`src/sv/mrf_pkg.sv`:
```
package mrf_pkg;

  localparam int MAX_DIM    = 64;
  localparam int DIM_W      = 6;
  localparam int SIZE_W     = 7;
  localparam int DATA_W     = 32;
  localparam int MODE_W     = 2;
  localparam int OP_W       = 3;
  localparam int CFG_IDX_W  = 2;
  localparam int CFG_DATA_W = 7;
  localparam int DEPTH      = MAX_DIM * MAX_DIM;
  localparam int ADDR_W     = $clog2(DEPTH);

  localparam logic [MODE_W-1:0] MODE_WRITE = 2'd0;
  localparam logic [MODE_W-1:0] MODE_XFORM = 2'd1;
  localparam logic [MODE_W-1:0] MODE_READ  = 2'd2;

  localparam logic [OP_W-1:0] OP_VFLIP    = 3'd0;
  localparam logic [OP_W-1:0] OP_HFLIP    = 3'd1;
  localparam logic [OP_W-1:0] OP_ROT_R    = 3'd2;
  localparam logic [OP_W-1:0] OP_ROT_L    = 3'd3;
  localparam logic [OP_W-1:0] OP_QUAD_CW  = 3'd4;
  localparam logic [OP_W-1:0] OP_QUAD_CCW = 3'd5;

  localparam logic [CFG_IDX_W-1:0] CFG_NUM_ROWS = 2'd0;
  localparam logic [CFG_IDX_W-1:0] CFG_NUM_COLS = 2'd1;

  localparam logic [SIZE_W-1:0] SIZE_RESET = SIZE_W'(64);
  localparam logic [SIZE_W-1:0] DIM_LIMIT  = SIZE_W'(MAX_DIM & ~1);
  localparam logic [SIZE_W-1:0] DIM_FULL   = SIZE_W'(MAX_DIM);

  typedef struct packed {
    logic [DIM_W-1:0] r;
    logic [DIM_W-1:0] c;
  } cell_t;

  typedef struct packed {
    logic [SIZE_W-1:0] n;
    logic [SIZE_W-1:0] m;
  } size_pair_t;

  // transform request from the front end to the sequencer
  typedef struct packed {
    logic              start;
    logic [OP_W-1:0]   op;
    logic [SIZE_W-1:0] n;
    logic [SIZE_W-1:0] m;
  } xf_req_t;

  // memory strobes and status from the sequencer
  typedef struct packed {
    logic              idle;
    logic              done;
    logic              rot;
    logic              mat_re;
    logic [ADDR_W-1:0] mat_raddr;
    logic              mat_we;
    logic              mat_zero;
    logic [ADDR_W-1:0] mat_waddr;
    logic              scr_re;
    logic [ADDR_W-1:0] scr_raddr;
    logic              scr_we;
    logic [ADDR_W-1:0] scr_waddr;
  } xf_ctl_t;

  function automatic logic [SIZE_W-1:0] eff_size(input logic [SIZE_W-1:0] reg_val);
    logic [SIZE_W-1:0] s;
    s = {reg_val[SIZE_W-1:1], 1'b0};
    return (s > DIM_LIMIT) ? DIM_LIMIT : s;
  endfunction

  function automatic size_pair_t cur_size(input logic t,
                                          input logic [SIZE_W-1:0] rows,
                                          input logic [SIZE_W-1:0] cols);
    size_pair_t sp;
    sp.n = t ? eff_size(cols) : eff_size(rows);
    sp.m = t ? eff_size(rows) : eff_size(cols);
    return sp;
  endfunction

  function automatic logic [ADDR_W-1:0] cell_addr(input logic [DIM_W-1:0] r,
                                                  input logic [DIM_W-1:0] c);
    return ADDR_W'(r) * ADDR_W'(MAX_DIM) + ADDR_W'(c);
  endfunction

  // destination of source element (i, j) under one transform
  function automatic cell_t xform_dest(input logic [OP_W-1:0]   op,
                                       input logic [DIM_W-1:0]  i,
                                       input logic [DIM_W-1:0]  j,
                                       input logic [SIZE_W-1:0] n,
                                       input logic [SIZE_W-1:0] m);
    cell_t             d;
    logic [SIZE_W-1:0] h;
    logic [SIZE_W-1:0] w;
    logic [SIZE_W-1:0] ie;
    logic [SIZE_W-1:0] je;
    logic              ilo;
    logic              jlo;
    h   = n >> 1;
    w   = m >> 1;
    ie  = {1'b0, i};
    je  = {1'b0, j};
    ilo = ie < h;
    jlo = je < w;
    d.r = i;
    d.c = j;
    case (op)
      OP_VFLIP: begin
        d.r = DIM_W'(n - SIZE_W'(1) - ie);
      end
      OP_HFLIP: begin
        d.c = DIM_W'(m - SIZE_W'(1) - je);
      end
      OP_ROT_R: begin
        d.r = j;
        d.c = DIM_W'(n - SIZE_W'(1) - ie);
      end
      OP_ROT_L: begin
        d.r = DIM_W'(m - SIZE_W'(1) - je);
        d.c = i;
      end
      OP_QUAD_CW: begin
        if (ilo && jlo) d.c = DIM_W'(je + w);
        else if (ilo)   d.r = DIM_W'(ie + h);
        else if (!jlo)  d.c = DIM_W'(je - w);
        else            d.r = DIM_W'(ie - h);
      end
      OP_QUAD_CCW: begin
        if (ilo && jlo) d.r = DIM_W'(ie + h);
        else if (ilo)   d.c = DIM_W'(je - w);
        else if (!jlo)  d.r = DIM_W'(ie - h);
        else            d.c = DIM_W'(je + w);
      end
      default: begin
        d.r = i;
        d.c = j;
      end
    endcase
    return d;
  endfunction

endpackage

```
`src/sv/mrf_ctrl.sv`:
```
module mrf_ctrl import mrf_pkg::*; (
  input  logic    clk,
  input  logic    rst_n,
  input  xf_req_t req,
  output xf_ctl_t ctl
);

  typedef enum logic [6:0] {
    S_CLEAR    = 7'b0000001,
    S_IDLE     = 7'b0000010,
    S_P1       = 7'b0000100,
    S_P1_DRAIN = 7'b0001000,
    S_P2       = 7'b0010000,
    S_P2_DRAIN = 7'b0100000,
    S_DONE     = 7'b1000000
  } state_t;

  state_t            state_r, state_nxt;
  logic [DIM_W-1:0]  i_r, i_nxt;
  logic [DIM_W-1:0]  j_r, j_nxt;
  logic [SIZE_W-1:0] n_r, n_nxt;
  logic [SIZE_W-1:0] m_r, m_nxt;
  logic [OP_W-1:0]   op_r, op_nxt;
  logic              rot_r, rot_nxt;
  logic              wv_r, wv_nxt;
  logic [ADDR_W-1:0] dst_r, dst_nxt;

  logic [SIZE_W-1:0] bound_n;
  logic [SIZE_W-1:0] bound_m;
  logic              last_i;
  logic              last_j;
  logic [DIM_W-1:0]  i_step;
  logic [DIM_W-1:0]  j_step;
  logic [ADDR_W-1:0] cur_addr;
  cell_t             dest;
  logic              xf_ok;
  logic              req_rot;

  always_comb begin
    bound_n  = (state_r == S_CLEAR) ? DIM_FULL : n_r;
    bound_m  = (state_r == S_CLEAR) ? DIM_FULL : m_r;
    last_i   = {1'b0, i_r} == SIZE_W'(bound_n - SIZE_W'(1));
    last_j   = {1'b0, j_r} == SIZE_W'(bound_m - SIZE_W'(1));
    j_step   = last_j ? '0 : DIM_W'(j_r + DIM_W'(1));
    i_step   = last_j ? DIM_W'(i_r + DIM_W'(1)) : i_r;
    cur_addr = cell_addr(i_r, j_r);
    dest     = xform_dest(op_r, i_r, j_r, n_r, m_r);
    xf_ok    = (req.op <= OP_QUAD_CCW) && (req.n != '0) && (req.m != '0);
    req_rot  = (req.op == OP_ROT_R) || (req.op == OP_ROT_L);
  end

  always_comb begin
    state_nxt = state_r;
    i_nxt     = i_r;
    j_nxt     = j_r;
    n_nxt     = n_r;
    m_nxt     = m_r;
    op_nxt    = op_r;
    rot_nxt   = rot_r;
    wv_nxt    = wv_r;
    dst_nxt   = dst_r;
    case (state_r)
      S_CLEAR: begin
        i_nxt = i_step;
        j_nxt = j_step;
        if (last_i && last_j) begin
          i_nxt     = '0;
          j_nxt     = '0;
          state_nxt = S_IDLE;
        end
      end
      S_IDLE: begin
        if (req.start) begin
          n_nxt  = req.n;
          m_nxt  = req.m;
          op_nxt = req.op;
          i_nxt  = '0;
          j_nxt  = '0;
          wv_nxt = 1'b0;
          if (xf_ok) begin
            rot_nxt   = req_rot;
            state_nxt = S_P1;
          end else begin
            rot_nxt   = 1'b0;
            state_nxt = S_DONE;
          end
        end
      end
      S_P1: begin
        wv_nxt  = 1'b1;
        dst_nxt = cell_addr(dest.r, dest.c);
        i_nxt   = i_step;
        j_nxt   = j_step;
        if (last_i && last_j) begin
          i_nxt     = '0;
          j_nxt     = '0;
          state_nxt = S_P1_DRAIN;
          // copy-back covers the rotated shape
          if (rot_r) begin
            n_nxt = m_r;
            m_nxt = n_r;
          end
        end
      end
      S_P1_DRAIN: begin
        wv_nxt    = 1'b0;
        state_nxt = S_P2;
      end
      S_P2: begin
        wv_nxt  = 1'b1;
        dst_nxt = cur_addr;
        i_nxt   = i_step;
        j_nxt   = j_step;
        if (last_i && last_j) begin
          state_nxt = S_P2_DRAIN;
        end
      end
      S_P2_DRAIN: begin
        wv_nxt    = 1'b0;
        state_nxt = S_DONE;
      end
      S_DONE: begin
        state_nxt = S_IDLE;
      end
      default: begin
        state_nxt = S_IDLE;
      end
    endcase
  end

  always_ff @(posedge clk) begin
    if (!rst_n) begin
      state_r <= S_CLEAR;
      i_r     <= '0;
      j_r     <= '0;
      rot_r   <= 1'b0;
      wv_r    <= 1'b0;
    end else begin
      state_r <= state_nxt;
      i_r     <= i_nxt;
      j_r     <= j_nxt;
      rot_r   <= rot_nxt;
      wv_r    <= wv_nxt;
    end
  end

  always_ff @(posedge clk) begin
    n_r   <= n_nxt;
    m_r   <= m_nxt;
    op_r  <= op_nxt;
    dst_r <= dst_nxt;
  end

  always_comb begin
    ctl.idle      = state_r == S_IDLE;
    ctl.done      = state_r == S_DONE;
    ctl.rot       = (state_r == S_DONE) && rot_r;
    ctl.mat_re    = state_r == S_P1;
    ctl.mat_raddr = cur_addr;
    ctl.mat_zero  = state_r == S_CLEAR;
    ctl.mat_we    = (state_r == S_CLEAR) ||
                    (wv_r && ((state_r == S_P2) || (state_r == S_P2_DRAIN)));
    ctl.mat_waddr = (state_r == S_CLEAR) ? cur_addr : dst_r;
    ctl.scr_re    = state_r == S_P2;
    ctl.scr_raddr = cur_addr;
    ctl.scr_we    = wv_r && ((state_r == S_P1) || (state_r == S_P1_DRAIN));
    ctl.scr_waddr = dst_r;
  end

endmodule

```
`config.mk`:
```
export PLATFORM = sky130hd
export DESIGN_NAME = mrf_ctrl
export DESIGN_NICKNAME = d
export VERILOG_FILES = /design/src/sv/mrf_pkg.sv /design/src/sv/mrf_ctrl.sv
export SDC_FILE = /design/constraint.sdc
export NUM_CORES = 1
export LEC_CHECK = 0
export BUFFER_PORTS_ARGS = -buffer_cell sky130_fd_sc_hd__buf_4
export CELL_PAD_IN_SITES_DETAIL_PLACEMENT = 0
export CELL_PAD_IN_SITES_GLOBAL_PLACEMENT = 1
export CORE_MARGIN = 2
export CORE_UTILIZATION = 30
export DETAILED_ROUTE_END_ITERATION = 12
export PLACE_DENSITY_LB_ADDON = 0.15
export SLEW_MARGIN = 20
export SYNTH_ARGS = -nofsm -noshare
export SYNTH_HDL_FRONTEND = slang
export SYNTH_SLANG_ARGS = --single-unit
```
`constraint.sdc`:
```
create_clock -name clk -period 13.1 [get_ports clk]
set_clock_uncertainty 0.15 [all_clocks]
set_input_delay 1.965 -clock clk [delete_from_list [all_inputs] [get_ports clk]]
set_output_delay 1.965 -clock clk [all_outputs]
set_load 0.02 [all_outputs]
```
==> flow_metrics.tcl <==
set metrics [dict create \
    grt_max_degree 36 \
    power-per-cell-area_mw_per_mm2 79.5 \
    cts_buffer_depth 2 \
    p_leak_uw 0.00241 \
    max_cap_viol_count 0 \
    grt_pass1_vias 5056 \
    rsz0062_at_grt "no" \
    timing.rr.end "m_r[0]$_DFFE_PP_" \
    hpwl_um 14300 \
    syn_nets 715 \
    yosysWarnings 0 \
    relSlewSlack_pct 33.9 \
    required_ps 12890 \
    grt_pass1_wl_um 28800 \
    io_buffers 75 \
    cts_resized 0 \
    regArea_mm2 0.00129 \
    postCtsSetupRepairBufs 0 \
    gp_congestion 0.870 \
    core-area_mm2 0.0171 \
    period_share_pct 38.1 \
    ctsHoldBuffers 0 \
    ff2ff_setup_slack_ps 8120 \
    worst_pin_slew_ps 983 \
    worstSetupEndpointType "flip-flop" \
    dieArea_mm2 0.0184 \
    clk_pin_slew_worst_paths_ps 70 \
    cts_tree "done" \
    wl_per_cell_um 20.2 \
    synth-main-ff-cell "edfxtp_1" \
    grt_overflow 0 \
    hold_path_end "wv_r$_SDFFE_PN0P_" \
    tns_ps 0 \
    critPathMaxFanout 35 \
    status "finished clean" \
    crit_arrival_ps 4770 \
    grt_use_total_pct 20.4 \
    num_antenna_cells 0 \
    reg2reg_from "state_r[0]$_SDFFE_PN1P_" \
    cts_root_buf "clkbuf_16" \
    io_pins 76 \
    die_w_um 136 \
    fill_cells 1789 \
    p_total_uw 478 \
    synthDistinctLibCells 74 \
    drtPass1Iterations 5 \
    vdd_drop_max_uv 50.5 \
    crit_type "flip-flop to flip-flop" \
    drc 0 \
    vias 5177 \
    nNetsFinal 760 \
    finalHoldViolCount 0 \
    cts_inserted_buffers 5 \
    synthArstFlopShare_pct 0 \
    rows 48 \
    area_delta_synth_final_pct 15.7 \
    cts.sinks 50 \
    hold_class "flip-flop to flip-flop" \
    avgSynthCellArea_um2 7.96 \
    drtIter0Drc 273 \
    max_freq_mhz 201 \
    wl_um 18700 \
    antenna_found_initial 0 \
    synthCells 653 \
    ff2ff_path_depth 12 \
    slew_violations 0 \
    fin_cells 924 \
    avgViaCountPerCell 5.60 \
    multi_input_area_mm2 0.00351 \
    synth_edf_count 29 \
    ant_nets 0 \
    dp_cells 916 \
    min_from "wv_r$_SDFFE_PN0P_" \
    ys_seq_area_share_pct 24.8 \
    die_y_um 136 \
    hold_path_depth 2 \
    htree_num_levels 2 \
    insertion_delay_ps 300 \
    setup_viol 0 \
    fin_util_pct 35.1 \
    ys_ff_latch 50 \
    start_util_pct 30.4 \
    cp-start-kind "flip-flop" \
    synth_area_mm2 0.00520 \
    drive_gt1_share_pct 17.0 \
    post-route-min-period_ps 4980 \
]
## power by group
part	leakage [µW]	internal [µW]	switching (µW)
Sequential	0.000433	171	12.5
Combinational	0.00190	60.7	93.7
Clock	0.0000714	72.3	68.0
Total	0.00241	304	174
## flip-flops by register name (all words and copies together), names as in the netlist
register and count:
dst_r 12, m_r 7, n_r 7, state_r 7
i_r 6, j_r 6, op_r 3, rot_r 1
wv_r 1
## metrics by stage
stage	hold WS [ps]	setup slack (ps)	cell area, µm²
after global routing	398	7770	6010
after CTS	366	8090	6010
after detailed placement	348	8090	5870
after floorplan	321	8410	5200
final	368	8120	6010
after global placement	340	7810	5860
## cell usage in the layout (no fill, tap or decap), drive strengths merged, types with 4 or more instances in the layout
| cell type | n |
|---|---|
| a311oi | 5 |
| o21ai | 43 |
| nand2 | 62 |
| mux2i | 9 |
| dfxtp | 21 |
| fa | 6 |
| nand2b | 8 |
| and2 | 5 |
| edfxtp | 29 |
| clkinv | 5 |
| o211ai | 6 |
| nor2 | 52 |
| a211oi | 7 |
| nor3 | 22 |
| nor4b | 4 |
| or4 | 7 |
| or3 | 7 |
| a221oi | 6 |
| a21boi | 4 |
| clkbuf | 6 |
| xnor2 | 27 |
| nand4 | 6 |
| o21bai | 7 |
| nor4 | 5 |
| a21oi | 61 |
| xor2 | 6 |
| mux2 | 15 |
| a22oi | 4 |
| ha | 36 |
| o22ai | 15 |
| nor2b | 9 |
| o21a | 6 |
| buf | 82 |
| and3 | 5 |
| nand3 | 15 |
| inv | 41 |
| o31ai | 4 |
## logic make-up after synthesis
| family | share of synthesized area (%) |
|---|---|
| flip-flops | 24.8 |
| AO/OA/AOI/OAI | 25.0 |
| multiplexers | 4.98 |
| XOR/XNOR | 5.56 |
| buffers and inverters | 7.78 |
| AND/OR/NAND/NOR | 20.8 |
| adder cells (fa/ha/maj) | 11.0 |
## worst max-delay path, stage by stage, from the launching register on
cell and delay [ps]:
dfxtp_1 440, or4b_4 530, or2_1 220, buf_4 260, nand2_1 120, ha_1 280, xnor2_1 120, xnor2_1 150
a2111oi_0 480, o221ai_2 200, a311oi_4 730, nand2_2 250, a21oi_2 670
## worst max path at each step
stage / start / to / slack, ps / depth (start not counted)
2_1_floorplan: state_r[1]$_SDFFE_PN0P_ / m_r[0]$_DFFE_PP_ / 8410 / 14
3_3_place_gp: state_r[1]$_SDFFE_PN0P_ / n_r[2]$_DFFE_PP_ / 7810 / 12
3_5_place_dp: state_r[0]$_SDFFE_PN1P_ / n_r[6]$_DFFE_PP_ / 8090 / 12
4_1_cts: state_r[0]$_SDFFE_PN1P_ / m_r[6]$_DFFE_PP_ / 8090 / 12
5_1_grt: state_r[0]$_SDFFE_PN1P_ / m_r[6]$_DFFE_PP_ / 7770 / 12
6_report: state_r[0]$_SDFFE_PN1P_ / m_r[0]$_DFFE_PP_ / 8120 / 12
## layer usage
metal | global-route usage [%] | wire length [µm] | vias up
li1 | - | - | 2473
met1 | 27.5 | 8380 | 2482
met2 | 33.5 | 8690 | 191
met3 | 2.66 | 1100 | 31
met4 | 6.94 | 503 | 0
met5 | 0 | 0 | -
## synth_stat cells, types with 3 or more instances
| cell type | number | area [µm²] |
|---|---|---|
| a31oi_1 | 3 | 18.8 |
| nand3_1 | 15 | 75.1 |
| a21o_1 | 3 | 22.5 |
| a2111oi_0 | 3 | 26.3 |
| o22ai_1 | 15 | 93.8 |
| inv_1 | 39 | 146 |
| and2_1 | 5 | 31.3 |
| ha_1 | 36 | 450 |
| or4_1 | 7 | 52.6 |
| nor2b_1 | 9 | 56.3 |
| and3_1 | 5 | 31.3 |
| nor2_1 | 52 | 195 |
| o21ai_0 | 42 | 210 |
| nor4b_1 | 3 | 26.3 |
| a211oi_1 | 6 | 45.0 |
| edfxtp_1 | 29 | 871 |
| mux2i_1 | 9 | 90.1 |
| buf_1 | 3 | 11.3 |
| o21a_1 | 6 | 45.0 |
| a221oi_1 | 6 | 52.6 |
| xnor2_1 | 27 | 236 |
| fa_1 | 6 | 120 |
| a21boi_0 | 4 | 30.0 |
| mux2_2 | 15 | 169 |
| xor2_1 | 6 | 52.6 |
| a22oi_1 | 4 | 30.0 |
| o21bai_1 | 7 | 52.6 |
| clkinv_1 | 3 | 11.3 |
| a22o_1 | 3 | 26.3 |
| nand2_1 | 61 | 229 |
| a311oi_1 | 4 | 35.0 |
| o211ai_1 | 5 | 37.5 |
| dfxtp_1 | 21 | 420 |
| a2bb2oi_1 | 3 | 26.3 |
| and4_1 | 3 | 26.3 |
| or3_1 | 7 | 43.8 |
| buf_4 | 15 | 113 |
| nor4_1 | 5 | 31.3 |
| clkbuf_1 | 23 | 86.3 |
| nand2b_1 | 8 | 50.1 |
| a21oi_1 | 61 | 305 |
| nor3_1 | 22 | 110 |
| nand4_1 | 5 | 31.3 |
| o31ai_1 | 4 | 30.0 |
## area by class of cell
type	instances	area share (%)
Multi-Input combinational cell	515	58.4
Sequential cell	50	21.5
Timing Repair Buffer	82	10.2
Tap cell	225	4.68
Inverter	44	2.77
Clock buffer	6	2.14
Clock inverter	2	0.291
(Power assumes the default switching activity.)
